### src/design/wtsl_ram.sv
// Generic single-write, single-read RAM with registered read data.
// No dependencies.
module wtsl_ram #(
    parameter int unsigned WIDTH = 96,
    parameter int unsigned DEPTH = 16
) (
    input  logic                     i_clk,
    input  logic                     i_we,
    input  logic [$clog2(DEPTH)-1:0] i_waddr,
    input  logic [WIDTH-1:0]         i_wdata,
    input  logic [$clog2(DEPTH)-1:0] i_raddr,
    output logic [WIDTH-1:0]         o_rdata
);
    logic [WIDTH-1:0] r_mem [DEPTH];
    logic [WIDTH-1:0] r_rdata;

    // Write port and registered read port
    always_ff @(posedge i_clk) begin
        if (i_we) begin
            r_mem[i_waddr] <= i_wdata;
        end
        r_rdata <= r_mem[i_raddr];
    end

    assign o_rdata = r_rdata;
endmodule

### config.mk
export PLATFORM = sky130hd
export DESIGN_NAME = wtsl_ram
export DESIGN_NICKNAME = d
export VERILOG_FILES = /design/src/design/wtsl_ram.sv
export SDC_FILE = /design/constraint.sdc
export NUM_CORES = 1
export LEC_CHECK = 0
export ABC_AREA = 1
export BUFFER_PORTS_ARGS = -buffer_cell sky130_fd_sc_hd__buf_2
export CORE_ASPECT_RATIO = 1.75
export CORE_MARGIN = 2
export CORE_UTILIZATION = 35
export CTS_BUF_LIST = sky130_fd_sc_hd__clkbuf_8
export DETAILED_ROUTE_END_ITERATION = 10
export HOLD_SLACK_MARGIN = 0.08
export MAX_ROUTING_LAYER = met4
export PLACE_DENSITY = 0.54
export SYNTH_ARGS = -nofsm -noshare
export SYNTH_HDL_FRONTEND = slang
export SYNTH_SLANG_ARGS = --single-unit
### constraint.sdc
create_clock -name i_clk -period 7.5 [get_ports i_clk]
set_input_delay 0.75 -clock i_clk [delete_from_list [all_inputs] [get_ports i_clk]]
set_output_delay 0.75 -clock i_clk [all_outputs]
set_load 0.02 [all_outputs]
* Word level (Yosys, flattened, before mapping)
Memory sizes are Yosys's and may differ from the RTL's. A register that Yosys moved wholly into a read port is not among the register bits. Index checks and enable logic that the tools add are counted. W data, S select, Z words.
Operators by class: multiplexer cells 2
Operator list (number):
- $mux W1 | 2
Word-level totals: bits in registers 0, word-level logic and storage cells 3, bits in writable memories 1536, input bits 106, memories 1, output and inout port bits 96
Memory list:
- r_mem | depth 16, bits a word 96, read ports 1, clocked after memory_dff 1, wr ports 1, line 14 | logic [WIDTH-1:0] r_mem [DEPTH];

* Logic depth before layout (Yosys ltp)
depth after elaboration 2, gate-level depth with buffers 10, mapped depth without buffers 7

* Least setup slack after synthesis
OpenSTA, ideal clock, no wires.
path kind input port to flip-flop, start in i_waddr[2], end mem r_mem[10][0], enable pin, data arrival time 4.963 ns, required time 6.948 ns, cell stages on the path 2, buffers on the path 0, library setup time 0.552 ns, slack 1.985 ns, path through nand3b_1 nor2_1
RTL lines:
- start, declared | line 9 | input logic [$clog2(DEPTH)-1:0] i_waddr,
- end, declared | line 14
No word-level cell before the write port.

==> metrics.md <==
| Metric | Value |
|---|---|
| Full die area | between 150000 and 200000 um^2 |
| Final max-slew violation count | 0 |
| CTS tree | built |
| Routed WL | approximately 180 mm |
| Final hold viol count | 0 |
| Worst Tran Pin Value | 1.238 ns |
| First-pass DRT Iterations | 6 |
| Vias in the first global route | around 43000 |
| Final Critical Period | 2.975 ns |
| H-Tree Depth | 4 |
| Hold-fix buffers at CTS | 0 |
| Final ANT Viol Nets | 0 |
| Synthesized Nets | about 6400 |
| Cts bufs inserted | 239 |
| CP max stage delay | 0.92 ns |
| Post-Layout Inst Area | 75260 um^2 |
| Clock root cell | clkbuf_8 |
| Top layer used by detailed routing | met4 |
| Gr usage total | 18.96% |
| Met3 WL post-DR | roughly 11 mm |
| Violation count after the first detailed-route iteration | 3352 |
| Area Overhead vs Synth | 11.26% |
| Critical Path RT | 8.30 ns |
| Final period util | between 30% and 40% |
| Drt drc | 0 |
| Die Width | 336.3 um |
| Max Fanout on Critical Path | 109 |
| Max-Cap Viols | 0 |
| Setup TNS | 0 ns |
| Post-synth cell types | 15 |
| Die height | between 500 and 600 um |
| Syn avg cell area | 10.73 um^2 |
| Cell area after synthesis | 67640 um^2 |
| Sequential-to-total area share from yosys stat | between 70% and 80% |
| GPL Wtd Cong | 0.7401 |
| WL per Instance | 19.80 um |
| P per Cell Area | 241.8 nW/um^2 |
| Status | complete, no violations |
| Initial antenna violation count | 44 |
| Site Rows | between 200 and 250 |
| Cell mode on critical path | nand3_1 |
| Clock Path Buffers | 4 |
| Post-synthesis register bit count | ~1600 |
| Initial Util | 35.20% |
| CTS clock-pin slew for the worst setup and hold paths | 0.07 ns |
| Share of post-route cells with drive strength above 1 | 8.621% |
| RSZ-0062 raised after global routing | false |
| Syn. warnings | 0 |
| Max VDD drop | 0.1547 mV |
| DPL Wire Length | 83.44 mm |
| CP arrival | 3.78 ns |
| Pin count of the biggest net entering global routing | around 220 |
| Global-route wire length before repair | 271.2 mm |
| I/O pin cnt | 202 |
| Worst slew margin | around 17% |
| Setup Skew | 0.05844 ns |
| Port-buffer cells | 201 |
| Nets@finish | ~6600 |
| CTS Sinks | 1632 |
| Clock Latency Late Sink | 0.93 ns |
| Vias/cell | 4.744 |
| Kind of critical path | in -> reg |
| Leakage | 31.98 nW |
| CTS-repair resized insts | 0 |
| Cells after Synth | 6302 |
| FMAX | 336.1 MHz |
| Post-DP Area | just over 70000 um^2 |
| Final core utilization | roughly two fifths |
| Core area | 192200 um^2 |
| WL met1 | 78.63 mm |
| Critical path, cell by cell | buf_8 -> buf_4 -> buf_4 -> nand2_1 -> nand3_1 -> nand3_1 -> nand3_1 -> nand2_1 |
| WL met2 | approximately 89 mm |
| Setup Fix Bufs, Post-CTS | 0 |
| Vias after detailed routing | between 40000 and 50000 |
| Crit start category | input pin |
| Slowest cell on crit path | buf_4 |
| Min-Delay Path Class | in -> reg |
| Gr ovfl total | 0 |
| Crit. End Element | register |
| Setup violators final | 0 |
[cell families after synthesis]
family	Yosys count	synth area share, %
DFF	1632	71.03
buffers and inverters	1477	9.110
and+or+nand+nor	3193	19.86
[metal layers]
metal,up-vias,GRT usage (%)
met5,-,-
met4,0,6.148
met3,380,2.902
met2,1262,31.40
met1,21620,23.79
li1,20740,-
[cell usage in the layout, fill, tap and decap left out]
cell type / Yosys / final
buf_12: 1 / 12
buf_2: 160 / 197
buf_4: 23 / 43
buf_6: 42 / 1
buf_8: 0 / 3
bufinv_16: 0 / 6
clkbuf_8: 0 / 255
clkinv_1: 1 / 44
clkinv_2: 0 / 32
clkinv_4: 0 / 1
clkinvlp_4: 0 / 5
dfxtp_1: 96 / 96
diode_2: 0 / 25
edfxtp_1: 1536 / 1536
inv_1: 1155 / 1242
inv_6: 0 / 1
inv_8: 0 / 3
nand2_1: 2021 / 2021
nand3_1: 1153 / 1153
nand3b_1: 2 / 2
nor2_1: 17 / 1
nor2_4: 0 / 16
[state kept, by name, summed over array words and instances (netlist names)]
register  count
r_mem      1536
o_rdata      96
[Yosys cell counts, drive strengths merged]
master | instances | share of area (%)
buf | 250 | 2.3
nor2 | 17 | 0.094
nand3 | 1153 | 8.5
nand3b | 2 | 0.022
inv | 1157 | 6.4
clkbuf | 69 | 0.38
nand2 | 2021 | 11
edfxtp | 1536 | 68
clkinv | 1 | 0.0055
dfxtp | 96 | 2.8
[metrics by stage]
step / hold WS [ns] / power (mW) / setup WS (ns) / std cells
5_1_grt: 0.1430 / 18.92 / 4.334 / 9270
3_3_place_gp: 0.6364 / 11.67 / 3.686 / 8819
2_1_floorplan: 0.6074 / 11.19 / 1.985 / 6302
6_report: 0.1921 / 18.20 / 4.525 / 9275
4_1_cts: 0.1009 / 18.44 / 4.652 / 9250
3_5_place_dp: 0.6441 / 11.68 / 3.638 / 8819
[worst max-delay path, delay by kind of cell]
kind,cells,cell delay [ns]
simple gates,5,0.56
buf+inv,3,2.20
[final timing paths]
check	from	cells after the start	end	slack (ns)
max	i_raddr[0]	8	o_rdata[74]	4.52
min	i_wdata[53]	1	r_mem[2][53]	0.19
max reg2reg	r_mem[12][3]	6	o_rdata[3]	6.29
min reg2reg	r_mem[11][59]	6	o_rdata[59]	0.65
[power by group]
| part | switching (mW) | internal (mW) |
|---|---|---|
| logic | 0.897 | 0.307 |
| clock network | 3.40 | 3.33 |
| registers | 0.0751 | 10.2 |
[final cells by class]
cell class	instances	area, um^2
repair buffers	256	1605
fillers	18380	116900
multi-input cells	3193	13560
flip-flops and latches	1632	48050
diodes	25	62.56
inverters	1158	4374
clock buffers	255	3510
well taps	2580	3228
clock inverters	176	882.1
(Power assumes the default switching activity.)
