## src/design/wtsl_pkg.sv

```systemverilog
// Shared types and constants for the waypoint twist slew limiter.
// No dependencies; every other file of the block but wtsl_ram imports this package.
package wtsl_pkg;

    // Default size of the waypoint table
    localparam int unsigned MAX_WAYPOINTS_DEF = 16;

    // Milli scaling: round-half-up of v / 1000, done as (v + 500) * RECIP >> SHIFT.
    // The reciprocal is exact for every 32-bit operand.
    localparam logic [31:0] MILLI_RECIP = 32'h1062_4DD3;
    localparam int unsigned MILLI_SHIFT = 38;
    localparam logic [31:0] MILLI_ROUND = 32'd500;

    // Field widths fixed by the interface
    localparam int unsigned CFG_W   = 31;
    localparam int unsigned COORD_W = 32;
    localparam int unsigned DIVQ_W  = 31;
    localparam int unsigned DIVN_W  = 63;

    // Request actions
    typedef enum logic [1:0] {
        ACT_TICK    = 2'd0,
        ACT_LOAD    = 2'd1,
        ACT_RESTART = 2'd2,
        ACT_NONE    = 2'd3
    } t_action;

    // Configuration register indexes
    typedef enum logic [1:0] {
        CFG_PATH_SPEED  = 2'd0,
        CFG_TRANS_ACCEL = 2'd1,
        CFG_ROT_ACCEL   = 2'd2,
        CFG_WP_COUNT    = 2'd3
    } t_cfg_index;

    // Tick sequencer states
    typedef enum logic [3:0] {
        S_IDLE,
        S_RDA,
        S_RDB,
        S_DIFF,
        S_SQ_MUL,
        S_SQ_ACC,
        S_SQRT_GO,
        S_SQRT_WAIT,
        S_MILLI_MUL,
        S_MILLI_SCALE,
        S_VEL_MUL,
        S_VEL_GO,
        S_VEL_WAIT,
        S_FIN
    } t_state;

    // Divider request
    typedef struct packed {
        logic                start;
        logic [DIVN_W-1:0]   dividend;
        logic [31:0]         divisor;
    } t_div_req;

endpackage

```

## src/design/wtsl_div.sv

```systemverilog
// Restoring divider, one quotient bit per cycle, 31 quotient bits.
// Depends on wtsl_pkg. Caller guarantees dividend >> 31 < divisor.
module wtsl_div (
    input  logic                     i_clk,
    input  logic                     i_rst_n,
    input  wtsl_pkg::t_div_req       i_req,
    output logic                     o_done,
    output logic [wtsl_pkg::DIVQ_W-1:0] o_quot
);
    import wtsl_pkg::*;

    logic              r_busy, n_busy;
    logic              r_done, n_done;
    logic [4:0]        r_cnt, n_cnt;
    logic [31:0]       r_rem, n_rem;
    logic [DIVQ_W-1:0] r_low, n_low;
    logic [31:0]       r_div, n_div;
    logic [32:0]       trial;
    logic              ge;

    // One restoring step
    always_comb begin
        trial  = {r_rem, r_low[DIVQ_W-1]};
        ge     = trial >= {1'b0, r_div};
        n_busy = r_busy;
        n_done = 1'b0;
        n_cnt  = r_cnt;
        n_rem  = r_rem;
        n_low  = r_low;
        n_div  = r_div;
        if (i_req.start) begin
            n_busy = 1'b1;
            n_cnt  = '0;
            n_rem  = i_req.dividend[DIVN_W-1:DIVQ_W];
            n_low  = i_req.dividend[DIVQ_W-1:0];
            n_div  = i_req.divisor;
        end else if (r_busy) begin
            n_rem = ge ? 32'(trial - {1'b0, r_div}) : trial[31:0];
            n_low = {r_low[DIVQ_W-2:0], ge};
            n_cnt = r_cnt + 5'd1;
            if (r_cnt == 5'(DIVQ_W - 1)) begin
                n_busy = 1'b0;
                n_done = 1'b1;
            end
        end
    end

    always_ff @(posedge i_clk) begin
        if (!i_rst_n) begin
            r_busy <= 1'b0;
            r_done <= 1'b0;
            r_cnt  <= '0;
        end else begin
            r_busy <= n_busy;
            r_done <= n_done;
            r_cnt  <= n_cnt;
        end
        r_rem <= n_rem;
        r_low <= n_low;
        r_div <= n_div;
    end

    assign o_done = r_done;
    assign o_quot = r_low;
endmodule

```

## config.mk

```make
export PLATFORM = sky130hd
export DESIGN_NAME = wtsl_div
export DESIGN_NICKNAME = d
export VERILOG_FILES = /design/src/design/wtsl_pkg.sv /design/src/design/wtsl_div.sv
export SDC_FILE = /design/constraint.sdc
export NUM_CORES = 1
export LEC_CHECK = 0
export BUFFER_PORTS_ARGS = -buffer_cell sky130_fd_sc_hd__buf_2
export CORE_MARGIN = 2
export CORE_UTILIZATION = 30
export DETAILED_ROUTE_END_ITERATION = 10
export PLACE_DENSITY_LB_ADDON = 0.25
export SYNTH_ARGS = -nofsm -noshare
export SYNTH_HDL_FRONTEND = slang
export SYNTH_SLANG_ARGS = --single-unit
```

## constraint.sdc

```tcl
create_clock -name i_clk -period 6.1 [get_ports i_clk]
set_input_delay 0.61 -clock i_clk [delete_from_list [all_inputs] [get_ports i_clk]]
set_output_delay 0.61 -clock i_clk [all_outputs]
set_load 0.01 [all_outputs]
```

# Yosys cells after proc, flatten, opt, wreduce, memory -nomap -nowiden
# Cells that the tools add are included.
[totals]
reg_bits = 102
inputBits = 98
out_inout_bits = 32
wordCells = 24
[classes]
n_addsub = 2
magnitude_cmp = 1
n_eq_ne = 1
n_mux = 9
bitwise = 2
reduce_logical = 3
[op_table]
columns = ["op", "n"]
rows = [
  ["32-bit 2-to-1 mux", 3],
  ["31-bit 2-to-1 mux", 2],
  ["33-bit by 32-bit greater-or-equal comparator with 1-bit output", 1],
  ["32-bit subtractor", 1],
  ["5-bit by 1-bit adder with 5-bit output, second input constant", 1],
  ["5-bit equality test, second input constant", 1],
  ["1-bit 2-to-1 mux", 4],
  ["3-bit OR reduction", 1],
  ["1-bit NOT", 2],
  ["2-bit nonzero test", 1],
  ["2-bit OR reduction", 1],
]

# Logic depth before layout (Yosys ltp)
[depth]
word_depth = 4
mapped_depth = 13
ltp_nobuf = 12

# Least setup slack after synthesis
# No wires, ideal clock.
[synth_path]
kind = "input to register"
startpoint = "input port i_req[95] in the netlist's numbering"
endpoint = "register r_low[0] (netlist: o_quot[0]), enable pin"
setup_ns = 0.682
t_arrival_ns = 2.513
required_time_ns = 5.418
slack_ns = 2.904
path_stages = 5
path_cell_list = "clkbuf_1 inv_1 clkbuf_1 buf_1 nand2_1"
[synth_via]
elab_chain_len = 1
[synth_rtl]
columns = ["item", "line", "text"]
rows = [
  ["start, declared", "wtsl_div.sv:6", "input wtsl_pkg::t_div_req i_req,"],
  ["2-bit nonzero test (no line)", "-", ""],
  ["end signal, assigned", "wtsl_div.sv:59", "r_low <= n_low;"],
  ["end, declared", "wtsl_div.sv:16", "logic [DIVQ_W-1:0] r_low, n_low;"],
]
# No other way between the ends.
# A chain may end at the register's enable or synchronous reset.

# Worst setup path in the final report
[layout_path]
startpoint = "register r_rem[28]"
endpoint = "register r_rem[17] (data pin)"
[layout_via]
elab_chain_len = 4
[layout_rtl]
columns = ["item", "line", "text"]
rows = [
  ["start, declared", "wtsl_div.sv:15", "logic [31:0] r_rem, n_rem;"],
  ["start signal, assigned", "wtsl_div.sv:58", "r_rem <= n_rem;"],
  ["33-bit by 32-bit greater-or-equal comparator with 1-bit output", "wtsl_div.sv:24", "ge = trial >= {1'b0, r_div};"],
  ["32-bit 2-to-1 mux", "wtsl_div.sv:38", "n_rem = ge ? 32'(trial - {1'b0, r_div}) : trial[31:0];"],
  ["32-bit 2-to-1 mux", "wtsl_div.sv:37", "end else if (r_busy) begin"],
  ["32-bit 2-to-1 mux", "wtsl_div.sv:31", "if (i_req.start) begin"],
  ["net n_rem[17]", "wtsl_div.sv:15", ""],
]
# The timed path passes the listed nets, and every way through them passes these cells. The select of a mux whose other input is x is not followed.

==> summary.txt <==
Status
  • Status: completed

Run
  • Max-Cap Viols: 0

Timing
  • Finish-stage setup viols: 0
  • Final-report max-slew violation count: 0
  • Fin crit share: 62.78%
  • Final hold viol count: 0
  • Setup_tns: 0 ps
  • Clk_skew: 16.34 ps
  • RSZ-0062 raised after global routing: no
  • Slew @ Worst Pin: about 1100 ps
  • Relative slew slack: around 25%
  • FMAX: 0.2611 GHz
  • Final min period: 3830 ps
  • Worst Slack Setup Final: 2270 ps

Min path
  • Hold_sp: i_req[7]
  • Hold WC Path Type: primary input to flip-flop
  • WHS Path Cells: 1

Yosys
  • Count leader, synth: edfxtp_1
  • Area contributors post-synth: edfxtp_1 (46%), ha_1 (6.9%), mux2_2 (6.0%)
  • Post-synth EDFFs: 95
  • Main synth FF type: edfxtp_1
  • Simple-gate share of the synthesized area: 12.58%
  • Yosys top cell by area: edfxtp_1
  • Count of cell types in the netlist: 65
  • Multiplexer share of the synthesized area: between 6 and 7%
  • Syn. warnings: 0
  • Top post-synthesis cells by count: edfxtp_1 (95), nand2_1 (65), inv_1 (47)
  • Synth Area in Compound Gates: 15.83%
  • Post-Synth Adder-Cell Area: 7.234%
  • Seq/Total Area, Yosys: slightly below 50%
  • Top-area cell type share of the netlist area: 46.33%
  • Post-Syn Area: 6157 µm²
  • Synth Area in XOR/XNOR: 3.983%
  • Syn_area_per_cell: 10.47 µm²
  • Syn_nets: 721
  • Async S/R FF share, synth: 0%
  • Largest family of logic cells by synthesized area: compound AO/OA/AOI/OAI gates
  • Flop and latch count out of synthesis: 102
  • Syn Inst Count: 588

Layout
  • Final-stage net count: 837
  • Share of cells above drive strength 1: 26.94%
  • Multi-input gate area: between 2000 and 3000 µm²
  • # fillers: 2108
  • Area growth, synth to finish: 19.39%
  • Final core utilization: 36.45%
  • Ant diodes: 0
  • Reg area: approximately 3000 µm²

Detailed routing
  • DRT iter0 DRCs: 237
  • TritonRoute pass-1 iters: 4
  • Routed via count: 4905
  • DRT Wirelength: 16.39 mm
  • Vias/cell: about 5
  • Residual DRC: 0
  • Antenna Nets Post-Route: 0
  • Drt wl/cell: 16.74 µm

Die
  • Die Y: 147.3 µm
  • Die Wd: 147.3 µm
  • Die Footprint: 21690 µm²
  • Initial Utilization: roughly 31%
  • I/O pin cnt: 130
  • Core footprint: 20170 µm²
  • # rows: 52

Global route
  • First-pass GRT wire length: 26.37 mm
  • GRT overflow: 0
  • Total GRT Usage: between 10% and 20%
  • Initial antenna violation count: 1
  • Largest net degree at the start of global routing: 72
  • Vias in the first global route: roughly 5k

Worst setup path
  • Critical path arrival: about 4000 ps
  • Crit start category: flip-flop
  • R2R cell count: 9
  • RR Startpoint: r_rem[28]
  • Critical path launch point: r_rem[28]
  • CP max FO: 26
  • Required time of the worst setup path: 6210 ps
  • Crit. End Element: flip-flop
  • WS Path Type: flip-flop to flip-flop

Power and ir drop
  • Leak Pwr: 3.169 nW
  • Maximum VDD drop: approximately 0.15 mV
  • PD cells: 352.1 nW/µm²

CTS
  • TritonCTS Sinks: roughly 100
  • PostCTS Resize Cnt: 0
  • Max Buffers Root-to-Sink: 2
  • Post-CTS Setup Bufs: 0
  • Clk slew on worst S/H paths: 80 ps
  • Hold Buf Count CTS: 0
  • Worst-Skew Late Latency: 360 ps
  • Cts bufs inserted: 9
  • CTS HTree Levels: 3
  • CTS tree: built
  • Clock root buffer: clkbuf_16

Placed design
  • GPL Wtd Cong: between 0.8 and 0.9
  • I/O Buffers: 129
  • HPWL after DPL: 12.00 mm
  • Setup WS pre-CTS: roughly 2300 ps
[layout make-up]
class	instances	share of cell area [%]
clock inverters	7	1.038
well taps	270	4.596
flip-flops and latches	102	40.71
multi-input cells	411	38.96
inverters	47	2.400
clock buffers	9	3.064
repair buffers	133	9.226
[layout by cell type, fill, tap and decap left out, drive strengths merged, types with 3 or more instances in the layout]
cell type  synthesis  layout
edfxtp            95      95
o21ai             23      23
inv               47      51
clkbuf            12       9
a21o              19      19
nor2b              4       4
mux2              33      33
and2               3       3
o21a               5       5
a21oi             24      24
nor3              16      16
xor2              14      14
clkinv             0       3
a221oi             5       5
o211ai             9       9
nand2             66      66
mux2i              5       5
nand4              9       9
a211oi             6       6
ha                34      34
nor2              41      41
dfxtp              7       7
nand3             13      13
o211a              4       4
a31oi             18      18
and3               7       7
a221o              3       3
xnor2             14      14
buf               16     133
[routing by layer]
metal / part of all wire, % / GRT usage, %
met1: 46 / 20.93
met2: 45 / 23.90
met3: 7.8 / 4.658
met4: 1.6 / 4.471
met5: 0 / 0
[metrics by stage]
| step | hold slack (ps) | area (µm²) | power (mW) | std cells |
|---|---|---|---|---|
| 6_report | 420.7 | 7351 | 2.588 | 979 |
| 5_1_grt | 408.8 | 7351 | 2.767 | 979 |
| 4_1_cts | 405.2 | 7351 | 2.612 | 979 |
| 3_5_place_dp | 491.1 | 7049 | 2.010 | 963 |
| 3_3_place_gp | 496.6 | 7049 | 2.016 | 963 |
| 2_1_floorplan | 465.3 | 6157 | 1.739 | 588 |
[sequential cells by signal, indices dropped and copies added (netlist names)]
signal and count:
r_div 32, r_rem 32, o_quot 31, r_cnt 5, o_done 1, r_busy 1
[worst max-delay path, cell delays in order, from the launching register on]
cell and delay (ps):
edfxtp_1 420, ha_1 420, nand4b_1 240, nor2_1 80, nand4_1 120, nor2_1 60
a2111oi_1 680, o21a_1 920, nor2_2 270, a221o_1 370
[kinds of logic after synthesis]
| kind of cell | Yosys count |
|---|---|
| AO/OA/AOI/OAI | 140 |
| XOR/XNOR | 28 |
| adder cells (fa/ha/maj) | 35 |
| buffers and inverters | 75 |
| flip-flops | 102 |
| multiplexers | 38 |
| AND/OR/NAND/NOR | 170 |
[worst paths after layout]
kind               endpoint  slack (ps)
setup / recovery  r_rem[17]        2270
hold / removal     r_div[7]         420
setup reg to reg  r_rem[17]        2270
hold reg to reg      o_done         500
[report_power, final]
part           internal [mW]  leakage (nW)  switching [mW]  total (mW)
logic                  0.432          2.02           0.614        1.05
registers              0.900          1.00          0.0551       0.955
clock network          0.291         0.148           0.296       0.587
total                   1.62          3.17           0.965        2.59
Note: power is estimated with default switching activity, not from simulation.
