===== src/design/wtsl_pkg.sv =====
// Shared types and constants for the waypoint twist slew limiter.
// No dependencies; every other file of the block but wtsl_ram imports this package.
package wtsl_pkg;

    // Default size of the waypoint table
    localparam int unsigned MAX_WAYPOINTS_DEF = 16;

    // Milli scaling: round-half-up of v / 1000, done as (v + 500) * RECIP >> SHIFT.
    // The reciprocal is exact for every 32-bit operand.
    localparam logic [31:0] MILLI_RECIP = 32'h1062_4DD3;
    localparam int unsigned MILLI_SHIFT = 38;
    localparam logic [31:0] MILLI_ROUND = 32'd500;

    // Field widths fixed by the interface
    localparam int unsigned CFG_W   = 31;
    localparam int unsigned COORD_W = 32;
    localparam int unsigned DIVQ_W  = 31;
    localparam int unsigned DIVN_W  = 63;

    // Request actions
    typedef enum logic [1:0] {
        ACT_TICK    = 2'd0,
        ACT_LOAD    = 2'd1,
        ACT_RESTART = 2'd2,
        ACT_NONE    = 2'd3
    } t_action;

    // Configuration register indexes
    typedef enum logic [1:0] {
        CFG_PATH_SPEED  = 2'd0,
        CFG_TRANS_ACCEL = 2'd1,
        CFG_ROT_ACCEL   = 2'd2,
        CFG_WP_COUNT    = 2'd3
    } t_cfg_index;

    // Tick sequencer states
    typedef enum logic [3:0] {
        S_IDLE,
        S_RDA,
        S_RDB,
        S_DIFF,
        S_SQ_MUL,
        S_SQ_ACC,
        S_SQRT_GO,
        S_SQRT_WAIT,
        S_MILLI_MUL,
        S_MILLI_SCALE,
        S_VEL_MUL,
        S_VEL_GO,
        S_VEL_WAIT,
        S_FIN
    } t_state;

    // Divider request
    typedef struct packed {
        logic                start;
        logic [DIVN_W-1:0]   dividend;
        logic [31:0]         divisor;
    } t_div_req;

endpackage


===== src/design/wtsl_sqrt.sv =====
// Integer square root of a 64-bit value, one result bit per cycle.
// Depends on wtsl_pkg.
module wtsl_sqrt (
    input  logic        i_clk,
    input  logic        i_rst_n,
    input  logic        i_start,
    input  logic [63:0] i_value,
    output logic        o_done,
    output logic [31:0] o_root
);
    import wtsl_pkg::*;

    logic        r_busy, n_busy;
    logic        r_done, n_done;
    logic [4:0]  r_cnt, n_cnt;
    logic [63:0] r_x, n_x;
    logic [34:0] r_rem, n_rem;
    logic [31:0] r_root, n_root;
    logic [34:0] rem_sh;
    logic [34:0] trial;
    logic        ge;

    // Bring down two bits, try root*4+1
    always_comb begin
        rem_sh = {r_rem[32:0], r_x[63:62]};
        trial  = {1'b0, r_root, 2'b01};
        ge     = rem_sh >= trial;
        n_busy = r_busy;
        n_done = 1'b0;
        n_cnt  = r_cnt;
        n_x    = r_x;
        n_rem  = r_rem;
        n_root = r_root;
        if (i_start) begin
            n_busy = 1'b1;
            n_cnt  = '0;
            n_x    = i_value;
            n_rem  = '0;
            n_root = '0;
        end else if (r_busy) begin
            n_x    = {r_x[61:0], 2'b00};
            n_rem  = ge ? rem_sh - trial : rem_sh;
            n_root = {r_root[30:0], ge};
            n_cnt  = r_cnt + 5'd1;
            if (r_cnt == 5'd31) begin
                n_busy = 1'b0;
                n_done = 1'b1;
            end
        end
    end

    always_ff @(posedge i_clk) begin
        if (!i_rst_n) begin
            r_busy <= 1'b0;
            r_done <= 1'b0;
            r_cnt  <= '0;
        end else begin
            r_busy <= n_busy;
            r_done <= n_done;
            r_cnt  <= n_cnt;
        end
        r_x    <= n_x;
        r_rem  <= n_rem;
        r_root <= n_root;
    end

    assign o_done = r_done;
    assign o_root = r_root;
endmodule


===== config.mk =====
export PLATFORM = sky130hd
export DESIGN_NAME = wtsl_sqrt
export DESIGN_NICKNAME = d
export VERILOG_FILES = /design/src/design/wtsl_pkg.sv /design/src/design/wtsl_sqrt.sv
export SDC_FILE = /design/constraint.sdc
export NUM_CORES = 1
export LEC_CHECK = 0
export ABC_AREA = 1
export BUFFER_PORTS_ARGS = -buffer_cell sky130_fd_sc_hd__clkbuf_2
export CAP_MARGIN = 20
export CORE_ASPECT_RATIO = 1.75
export CORE_UTILIZATION = 24
export DETAILED_ROUTE_END_ITERATION = 10
export SLEW_MARGIN = 20
export SYNTH_ARGS = -nofsm -noshare
export SYNTH_HDL_FRONTEND = slang
export SYNTH_SLANG_ARGS = --single-unit

===== constraint.sdc =====
create_clock -name i_clk -period 3.3 [get_ports i_clk]
set_input_delay 0.66 -clock i_clk [delete_from_list [all_inputs] [get_ports i_clk]]
set_output_delay 0.66 -clock i_clk [all_outputs]
set_load 0.02 [all_outputs]

* After elaboration in Yosys (flattened, before gate mapping)
Cells that the tools add are included.
** Cells by class
- Add/sub/neg operators :: 2
- Multiply operators :: 0
- Div/mod/pow operators :: 0
- $lt $le $gt $ge :: 1
- Equality and inequality tests :: 1
- Shift operators :: 0
- Muxes and demuxes :: 7
- Bitwise operators :: 2
- Reductions and logical operators :: 3
** Operators with widths (count)
- 2-to-1 mux 64 bit :: 2
- greater-or-equal comparator 35 x 34 -> 1 bit :: 1
- 2-to-1 mux 33 bit :: 1
- subtractor 33 bit :: 1
- adder 5 x 1 -> 5 bit (second input constant) :: 1
- equality test 5 bit (second input constant) :: 1
- 2-to-1 mux 1 bit :: 4
- OR reduction 3 bit :: 1
- NOT 1 bit :: 2
- nonzero test 2 bit :: 1
- OR reduction 2 bit :: 1
** Word-level totals
- Register bits :: 136
- Latch bits :: 0
- RAM bits :: 0
- Memory bits (read-only) :: 0
- Bits of input ports :: 67
- Output and inout port bits :: 33
- Word-level logic and storage cells :: 22
- Memories kept :: 0

* Logic depth before layout (Yosys ltp)
Gate-level depths: netlist (run 1).
- Word-level depth :: 4
- Mapped depth :: 17

* Worst setup path before layout (run 1)
Ideal clock, no wire load.
- Path type :: input to register
- From :: input i_start
- To :: register r_x[0] (enable)
- Library setup time :: 454 ps
- Data arrival time :: 2803 ps
- Setup slack :: 43 ps
- Stages :: 3
- Cells stage by stage :: nor2_1 -> clkinv_1 -> clkbuf_1
** On the way
- Longest elaborated chain between the ends :: 1
** Ends and longest elaborated chain
- start: declaration :: line wtsl_sqrt.sv:6 : input logic i_start,
- nonzero test 2 bit (no source line)
- end signal: assignment :: line wtsl_sqrt.sv:62 : r_x <= n_x;
- end: declaration :: line wtsl_sqrt.sv:16 : logic [63:0] r_x, n_x;
No other way between the ends.
A chain may end at the register's enable or synchronous reset.

* Final worst setup path (run 1)
- From :: register r_rem[24]
- To :: register r_rem[29]
** On the way
- Longest elaborated chain between the ends :: 2
** Ends and longest elaborated chain
- start: declaration :: line wtsl_sqrt.sv:17 : logic [34:0] r_rem, n_rem;
- start signal: assignment :: line wtsl_sqrt.sv:63 : r_rem <= n_rem;
- subtractor 33 bit or greater-or-equal comparator 35 x 34 -> 1 bit (tied branches) :: line wtsl_sqrt.sv:42, wtsl_sqrt.sv:27
- 2-to-1 mux 33 bit * :: line wtsl_sqrt.sv:42 : n_rem = ge ? rem_sh - trial : rem_sh;
Mark *: on every way between the ends. The rest lies on a longest branch, timed or not.

==> metrics, run 1 <==
Net Count, Synth=approximately 1300; CTS max path bufs=2; multi-input logic area=between 0.003 and 0.004 mm^2; final worst path period share=between 80% and 90%; critical path's slowest cell=dfxtp_1; first-pass iteration count of the detailed router=5; R2R setup slack=between 0.6 and 0.7 ns; num ports=100; CTS H-Tree Depth=4; CTS buffer count=17; Register Area=~0.0034 mm^2; commonest non-fill, non-tap cell in the layout=nand2_1; vias per inst=4.44; Reg clk slew, reported paths=about 0.06 ns; endpoint class of the critical path=flop; overall power=8.65 mW; max_cap viols=0; critical path's largest stage delay=roughly 0.45 ns; cts repair resizes=0; mapped cell area=approximately 0.0081 mm^2; f_max=~380 MHz; Congestion Overflow GR=0; vias in the first global route=about 7500; setup TNS=0 ns; internal power=approximately 4.5 mW; sequential power share=24.2%; Gate Count Post-Synth=about 1200; leading area contributor after synthesis=nand2_1; CTS sink count=about 140; outcome=finished clean; number of nets in the final layout=1367; largest cells by area after synthesis=nand2_1 (26%), edfxtp_1 (24%), dfxtp_1 (18%), inv_1 (6.7%), ha_1 (5.6%); # setup viols final=0; fill cell count=between 3000 and 4000; Psw=approximately 4.2 mW; Setup Crit Path Kind=flop to flop; DRC=0; CP required=approximately 3.6 ns; Logic pwr share=between 50 and 60%; Synth Area per Inst=~7 um^2; initial antenna violation count=0; Slew @ Worst Pin=0.663 ns; Die X=141 um; commonest cells after routing, fill and taps aside=nand2_1 (551), inv_1 (145), clkbuf_2 (99); routed vias=between 7000 and 8000; total track usage=between 10% and 20%; largest net degree at the start of global routing=65; final clock skew=between 0.009 and 0.01 ns; cell area after layout=roughly 0.0096 mm^2; crit-path cells=ha_1 -> a21oi_1 -> nand2_1 -> inv_2 -> nand2_1 -> nand2_1 -> nand2_2 -> nor2_8 -> nand2_8 -> nand2_2 -> nand2_1 -> nand2_1 -> nand2_1; worst hold path type=primary input to flop; Setup Buffers After CTS=0; die extent in y=around 240 um; die area=0.0344 mm^2; hpwl dp=between 15000 and 20000 um; Initial Utilization=about a quarter; leak pwr=around 5 nW; WP data arrival=3.00 ns; WL per Instance=~14 um; PortBufs=99; Initial DRC Count=about 300; share of post-route cells with drive strength above 1=13.2%; Rel. slew slack=a little under three fifths; Yosys top cell area share=around 26%; Seq/Total Area, Yosys=41.7%; Buf/Inv on CP=1; area grow syn2layout=18.8%; Skew-Pair Late Insertion Delay=around 0.45 ns; Pins Over Slew Limit=0; Distinct cells, synth=38; Synth Warn #=0; clk root buf=clkbuf_16; RR Startpoint=r_rem[24]; remaining antenna violation count after routing=0; crit-path most repeated cell=nand2_1; RSZ-0062 raised after global routing=no; Final GP Congestion=0.929; Worst setup SP type=flop; family with the most delay on the worst path=simple AND/OR/NAND/NOR gates; Pwr per Cell Area=901 mW/mm^2; Hold Path End=o_done; hold buffer count at CTS=0; final WL=24300 um; Max VDD drop=about 430 uV; CTS tree=built; Inserted Diodes=0; Hold Fails Final Rpt=0; Clk pwr share=a little over a fifth; reg2reg end=r_rem[29]; Post-DP Area=0.00904 mm^2; core area=0.0330 mm^2; row cnt=88; sw frac=48.3%; FF-to-FF path depth=13; Hold Crit Start=i_rst_n; fin crit period=between 2 and 3 ns; worst-path fanout max=35; FF+latch count, synth=136; hold path depth=3; global-route wire length before repair=38200 um
synth_stat cells, drive strengths merged:
cell    number
clkinv       1
xnor2        1
nand3       76
clkbuf      25
xor2        14
nor2        65
nor3         8
nand3b       8
o21bai       5
dfxtp       72
a21oi       25
and2         1
a21o         1
nor3b        2
nand4        7
or2          1
ha          36
buf          8
nor4         2
inv        151
o21ai        4
a211oi       1
o22ai       31
edfxtp      64
nand2      561
layout make-up:
| class | instances | area share (%) |
|---|---|---|
| Multi-Input combinational cell | 849 | 41.6 |
| Sequential cell | 136 | 35.1 |
| Timing Repair Buffer | 108 | 6.39 |
| Inverter | 152 | 5.96 |
| Tap cell | 405 | 5.28 |
| Clock buffer | 22 | 4.96 |
| Clock inverter | 10 | 0.756 |
kinds of logic (layout without fill, tap and decap cells):
logic type	count (synthesis)	in the layout	synth area share, %
AOI/OAI and AO/OA	67	67	4.90
xor gates and xnor gates	15	15	1.63
adders and majority gates	36	36	5.58
buffers and inverters	185	292	8.97
DFF	136	136	41.7
and+or+nand+nor	731	731	37.3
power by group through the flow:
stage / logic [mW] / registers [mW] / clock network, mW
after global routing: 5.28 / 2.11 / 1.91
after floorplan: 3.49 / 2.09 / 0
after global placement: 4.73 / 2.13 / 0
final: 4.76 / 2.09 / 1.80
after detailed placement: 4.74 / 2.13 / 0
after CTS: 4.76 / 2.09 / 1.86
worst reg2reg max path, stage by stage (launching register included):
cell and delay, ns:
dfxtp_1 0.45, ha_1 0.34, a21oi_1 0.30, nand2_1 0.15, inv_2 0.06, nand2_1 0.06
nand2_1 0.07, nand2_2 0.09, nor2_8 0.32, nand2_8 0.24, nand2_2 0.26, nand2_1 0.08
nand2_1 0.07, nand2_1 0.05
through the flow:
stage	setup slack [ns]	util [%]	std cells	hold WS, ns
global placement	0.650	27.4	1650	0.454
floorplan	0.0432	-	1170	0.430
finish	0.637	29.0	1682	0.438
CTS	0.615	29.0	1682	0.411
global route	0.416	29.0	1682	0.455
detailed placement	0.633	27.4	1650	0.447
state kept, by name, summed over array words and instances (netlist names):
name,count
r_x,64
r_busy,1
r_cnt,5
r_rem,33
o_done,1
o_root,32
how the worst max path moves through the flow:
| stage | from | to | slack [ns] | cells after the start |
|---|---|---|---|---|
| 2_1_floorplan | i_start | r_x[0] | 0.04 | 3 |
| 5_1_grt | o_root[24] | r_rem[28] | 0.42 | 14 |
| 6_report | r_rem[24] | r_rem[29] | 0.64 | 13 |
| 4_1_cts | r_rem[24] | r_rem[29] | 0.61 | 13 |
| 3_5_place_dp | r_rem[24] | r_rem[28] | 0.63 | 13 |
| 3_3_place_gp | r_rem[24] | o_root[0] | 0.65 | 11 |
layer usage:
metal	vias up	GRT usage, %	share of wire (%)
met1	3359	13.2	36
met5	-	0	0
met3	77	2.81	3.6
li1	3862	-	-
met4	0	12.1	7.2
met2	178	28.0	54
Power figures use the tool's default switching activity.
==> run 2, diff against run 1 <==
==> constraint.sdc (replaced) <==
create_clock -name i_clk -period 2.4 [get_ports i_clk]
set_input_delay 0.48 -clock i_clk [delete_from_list [all_inputs] [get_ports i_clk]]
set_output_delay 0.48 -clock i_clk [all_outputs]
set_load 0.02 [all_outputs]
==> run 2 against run 1 <==
Net effect:
- first-iteration DRC count up 4.7%
- total power up 46%
- die area unchanged
- critical endpoint is now r_rem[20]
- critical path type unchanged
- routed wire length down 1.9%
- sequential power up 37%
- clock-buffer cell count down 5
==> metrics, run 2 (synthesized netlist as in run 1, its figures left out) <==
DRC=0 (unchanged); worst hold path type=primary input to flop; row cnt=88 (unchanged); vias per inst=4.40 (-1.1%); CTS H-Tree Depth=4 (unchanged); Final GP Congestion=0.969 (+4.3%); endpoint class of the critical path=flop; Worst setup SP type=flop; critical path's largest stage delay=0.38 ns (-0.07 ns); f_max=439 MHz (+17%); Biggest register=r_x; commonest non-fill, non-tap cell in the layout=nand2_1; family with the most delay on the worst path=simple AND/OR/NAND/NOR gates; fin crit period=2.28 ns (-0.385 ns); final worst path period share=94.9% (+14 points); leak pwr=5.18 nW (+3.7%); share of post-route cells with drive strength above 1=17.1% (+3.9 points); pre-CTS setup slack=-0.108 ns (-0.742 ns); number of nets in the final layout=1406 (+2.9%); Rel. slew slack=69.2% (+13 points); Pwr per Cell Area=1260 mW/mm^2 (+40%); critical path's slowest cell=ha_2; commonest cells after routing, fill and taps aside=nand2_1 (549), inv_1 (145), clkbuf_2 (99); clk root buf=clkbuf_16; fill cell count=3626 (-1.5%); setup TNS=0 ns (unchanged); Slew @ Worst Pin=0.462 ns (-0.201 ns); vias in the first global route=7700 (+2.1%); die area=0.0344 mm^2 (unchanged); hpwl dp=18500 um (-1.9%); outcome=finished clean; WL per Instance=13.9 um (-4.1%); area grow syn2layout=24.4%; Max VDD drop=710 uV (+64%); Inserted Diodes=0 (unchanged); cell area after layout=0.0100 mm^2 (+4.7%); Setup Crit Path Kind=flop to flop; routed vias=7566 (+1.2%); crit-path cells=inv_1 -> ha_2 -> nand2_1 -> nor2_4 -> nand2_1 -> inv_2 -> nand4_4 -> nand3_4 -> nand2_4 -> nand2_8 -> nand3_1 -> nand3_1 -> nand2_1; worst-path fanout max=12 (-66%); Post-DP Area=0.00932 mm^2 (+3.0%); Skew-Pair Late Insertion Delay=0.45 ns (about the same); WP data arrival=2.61 ns (-0.39 ns); Initial DRC Count=312 (+4.7%); remaining antenna violation count after routing=0 (unchanged); core area=0.0330 mm^2 (unchanged); Hold Fails Final Rpt=0 (unchanged); CTS max path bufs=2 (unchanged); overall power=12.6 mW (+46%); crit-path most repeated cell=nand2_1; die extent in y=245 um (unchanged); initial antenna violation count=0 (unchanged); largest net degree at the start of global routing=63 (-3.1%); Pins Over Slew Limit=0 (unchanged); Buf/Inv on CP=2 (+1); placed insts=1686 (+2.2%); global-route wire length before repair=37900 um (-0.83%); PortBufs=99 (unchanged); final clock skew=0.0165 ns (+0.00727 ns); Die X=141 um (unchanged); max reg flops=64 (unchanged); # setup viols final=0 (unchanged); total track usage=14.4% (-0.23 points); first-pass iteration count of the detailed router=5 (unchanged); CTS buffer count=17 (unchanged); Initial Utilization=24.4% (unchanged); final WL=23900 um (-1.9%); CTS tree=built; CP required=2.73 ns (-0.91 ns); max_cap viols=0 (unchanged); Finished Layout Cells=1721 (+2.3%); CTS sink count=136 (unchanged); num ports=100 (unchanged); Reg clk slew, reported paths=0.06 ns (about the same); Final WS setup=0.122 ns (-0.515 ns); Congestion Overflow GR=0 (unchanged)
## run 2: cell count changes in the layout (fill, tap and decap cells not counted), moves of 2 or more
| cell | delta |
|---|---|
| nor2_2 | +5 |
| inv_6 | +3 |
| clkinv_1 | +3 |
| clkbuf_1 | -3 |
| ha_2 | +3 |
| clkinvlp_4 | +3 |
| ha_1 | -9 |
| nand2_1 | -2 |
| nor2_1 | -5 |
| clkinv_4 | -3 |
| ha_4 | +6 |
| buf_4 | +37 |
## run 2: path summary, 6_finish.rpt
kind / cells after the start / from / endpoint / slack, ns
max: 13 / o_root[14] / r_rem[20] / 0.12
min: 3 / i_rst_n / r_busy / 0.28
max reg2reg: 13 / o_root[14] / r_rem[20] / 0.12
min reg2reg: 2 / r_rem[31] / r_rem[31] / 0.46
## run 2: final cells by class
| type | instances | area [um^2] | area share [%] |
|---|---|---|---|
| inverters | 152 | 572 | 5.69 |
| clock inverters | 15 | 125 | 1.25 |
| repair buffers | 147 | 922 | 9.18 |
| multi-input cells | 849 | 4130 | 41.1 |
| flip-flops and latches | 136 | 3360 | 33.5 |
| well taps | 405 | 507 | 5.05 |
| clock buffers | 17 | 425 | 4.24 |
## run 2: metal layers
| layer | wire, um | global-route usage (%) | up-vias |
|---|---|---|---|
| li1 | - | - | 3935 |
| met1 | 8430 | 13.2 | 3401 |
| met5 | 0 | 0 | - |
| met4 | 1540 | 10.9 | 0 |
| met2 | 12900 | 27.1 | 163 |
| met3 | 973 | 3.53 | 67 |
## run 2: worst min-delay path, stage by stage
cell and delay, ns:
clkbuf_2 0.10, nand2_1 0.06, a21oi_1 0.04
## run 2: report_power, final
group,switching (mW),total (mW),internal (mW)
logic,4.70,7.29,2.59
registers,0.159,2.87,2.71
clock network,1.05,2.47,1.42
## run 2: what timing repair did
item	4_1_cts	5_1_grt
hold buffers	0	0
resized for setup	4	22
endpoints found under the setup margin	20	33
buffers inserted	0	3
endpoints found under the hold margin	0	0
pin swaps	0	2
## run 2: through the flow
step           util (%)  hold slack, ns
2_1_floorplan         -           0.430
3_3_place_gp       28.2           0.446
3_5_place_dp       28.2           0.450
4_1_cts            29.9           0.253
5_1_grt            30.4           0.276
6_report           30.4           0.283
==> run 3, diff against run 2 <==
--- a/config.mk
+++ b/config.mk
@@ -11,6 +11,7 @@
 export CORE_ASPECT_RATIO = 1.75
 export CORE_UTILIZATION = 24
 export DETAILED_ROUTE_END_ITERATION = 10
+export PLACE_DENSITY = 0.53
 export SLEW_MARGIN = 20
 export SYNTH_ARGS = -nofsm -noshare
 export SYNTH_HDL_FRONTEND = slang
==> run 3 against run 2 <==
Net effect:
- register-to-register slack improved by 0.05 ns
- clock-buffer cell count stayed put
- utilization down 0.31 points
- setup slack improved by 0.047 ns
- die area is the same
- clock power is 11% higher
- cell area decreased by 1.0%
- sequential power is essentially flat
- first-iteration DRC count decreased by 17%
- cell count is 0.76% lower
- clock skew decreased by 0.0042 ns
- largest cell class unchanged
==> metrics, run 3 (synthesized netlist as in run 1, its figures left out) <==
outcome=finished clean; # setup viols final=0 (unchanged); share of post-route cells with drive strength above 1=16.6% (-0.52 points); CTS max path bufs=2 (unchanged); remaining antenna violation count after routing=0 (unchanged); WP data arrival=2.57 ns (-0.04 ns); worst-path fanout max=15 (+3); die area=0.0344 mm^2 (unchanged); Max VDD drop=818 uV (+15%); die extent in y=245 um (unchanged); CP required=2.74 ns (about the same); critical path's largest stage delay=0.41 ns (+0.03 ns); vias in the first global route=7660 (-0.52%); vias per inst=4.40 (about the same); fin crit period=2.23 ns (-0.0470 ns); CTS sink count=136 (unchanged); Worst setup SP type=flop; Skew-Pair Late Insertion Delay=0.45 ns (about the same); hpwl dp=19300 um (+3.9%); reg2reg end=r_rem[2]; Congestion Overflow GR=0 (unchanged); Die X=141 um (unchanged); Reg clk slew, reported paths=0.06 ns (about the same); final clock skew=0.0124 ns (-0.00418 ns); setup TNS=0 ns (unchanged); final cell utilization of the core=30.1% (-0.31 points); RSZ-0062 raised after global routing=yes; core area=0.0330 mm^2 (unchanged); critical path's slowest cell=ha_2; worst hold path type=primary input to flop; RR Startpoint=o_root[17]; num ports=100 (unchanged); WL per Instance=14.6 um (+5.0%); commonest non-fill, non-tap cell in the layout=nand2_1; Pins Over Slew Limit=0 (unchanged); CTS buffer count=17 (unchanged); cell area after layout=0.00994 mm^2 (-1.0%); Setup crit start=o_root[17]; Post-DP Area=0.00924 mm^2 (-0.79%); total track usage=15.0% (+0.57 points); placed insts=1676 (-0.59%); commonest cells after routing, fill and taps aside=nand2_1 (550), inv_1 (145), clkbuf_2 (99); Initial Utilization=24.4% (unchanged); global-route wire length before repair=39000 um (+2.9%); routed vias=7510 (-0.74%); Initial DRC Count=260 (-17%); Final GP Congestion=0.913 (-5.8%); Setup Crit Path Kind=flop to flop; CTS tree=built; endpoint class of the critical path=flop; CTS H-Tree Depth=4 (unchanged); largest net degree at the start of global routing=64 (+1.6%); DRC=0 (unchanged); Hold Worst Slack=0.272 ns (-0.0114 ns); row cnt=88 (unchanged); number of nets in the final layout=1393 (-0.92%); Setup Buffers After CTS=0 (unchanged); hold buffer count at CTS=0 (unchanged); area grow syn2layout=23.1%; first-pass iteration count of the detailed router=4 (-1); Finished Layout Cells=1708 (-0.76%); f_max=448 MHz (+2.1%); leak pwr=5.14 nW (-0.75%); CP Capture Point=r_rem[2]; crit-path most repeated cell=nand2_1; final worst path period share=92.9% (-2.0 points); initial antenna violation count=0 (unchanged); Inserted Diodes=0 (unchanged); Biggest register=r_x; crit-path cells=inv_1 -> ha_2 -> nand2_1 -> nor2_2 -> nand2_1 -> nor2_2 -> nand2_4 -> nand2_8 -> buf_12 -> nand2_1 -> nand2_1 -> o21ai_1; R2R setup slack=0.17 ns (+0.05 ns); clk root buf=clkbuf_16; PortBufs=99 (unchanged); FF-to-FF path depth=12 (-1); max_cap viols=0 (unchanged); final WL=24900 um (+4.2%); max reg flops=64 (unchanged); Pwr per Cell Area=1270 mW/mm^2 (+1.1%); Slew @ Worst Pin=0.605 ns (+0.143 ns); Hold Fails Final Rpt=0 (unchanged); Rel. slew slack=59.7% (-9.5 points)
## run 3: changes by cell type in the layout (fill, tap and decap cells not counted), moves of 3 or more
cell,change
a21oi_2,+3
inv_8,+5
nor2_2,-3
ha_1,-4
nor2_1,+3
ha_4,-4
ha_2,+8
clkinv_2,-3
buf_4,-12
## run 3: worst min-delay path by stage
| stage | startpoint | to | slack [ns] | depth (start not counted) |
|---|---|---|---|---|
| after CTS | i_rst_n | o_done | 0.24 | 3 |
| after global placement | r_cnt[4] | r_cnt[4] | 0.45 | 2 |
| after global routing | i_value[0] | r_x[0] | 0.27 | 3 |
| after floorplan | r_rem[31] | r_rem[31] | 0.43 | 2 |
| final | i_rst_n | o_done | 0.27 | 3 |
| after detailed placement | r_rem[31] | r_rem[31] | 0.45 | 2 |
## run 3: worst max-delay path: cells and delay by family, from the launching register on
| kind | cells | cell delay, ns |
|---|---|---|
| compound gates | 1 | 0.06 |
| fa+ha+maj | 1 | 0.41 |
| buf+inv | 2 | 0.24 |
| flops | 1 | 0.33 |
| simple gates | 8 | 1.10 |
## run 3: final cells by class
class | count | area (um^2)
fill | 3638 | 23100
tap | 405 | 507
multi-input combinational | 849 | 4070
clock buffer | 17 | 425
timing repair buffer | 134 | 821
sequential | 136 | 3360
inverter | 152 | 573
clock inverter | 15 | 179
## run 3: timing repair
item	4_1_cts	5_1_grt
pin swaps	0	0
gates resized for setup	3	21
setup endpoints to repair	26	34
## run 3: per-layer routing
metal | track usage, % | vias up | share of wire, %
li1 | - | 3919 | -
met1 | 13.4 | 3341 | 35
met2 | 29.0 | 175 | 55
met3 | 3.34 | 75 | 3.7
met4 | 11.1 | 0 | 6.5
met5 | 0 | - | 0
## run 3: where the power goes
group | switching (mW) | total, mW | internal, mW
Sequential | 0.152 | 2.86 | 2.71
Combinational | 4.62 | 7.03 | 2.42
Clock | 1.17 | 2.74 | 1.57
## run 3: through the flow
stage          setup slack [ns]  total power [mW]
2_1_floorplan             0.211              7.67
3_3_place_gp             -0.137              9.87
3_5_place_dp             -0.145              9.88
4_1_cts                  0.0157              12.7
5_1_grt                 -0.0121              13.6
6_report                  0.169              12.6
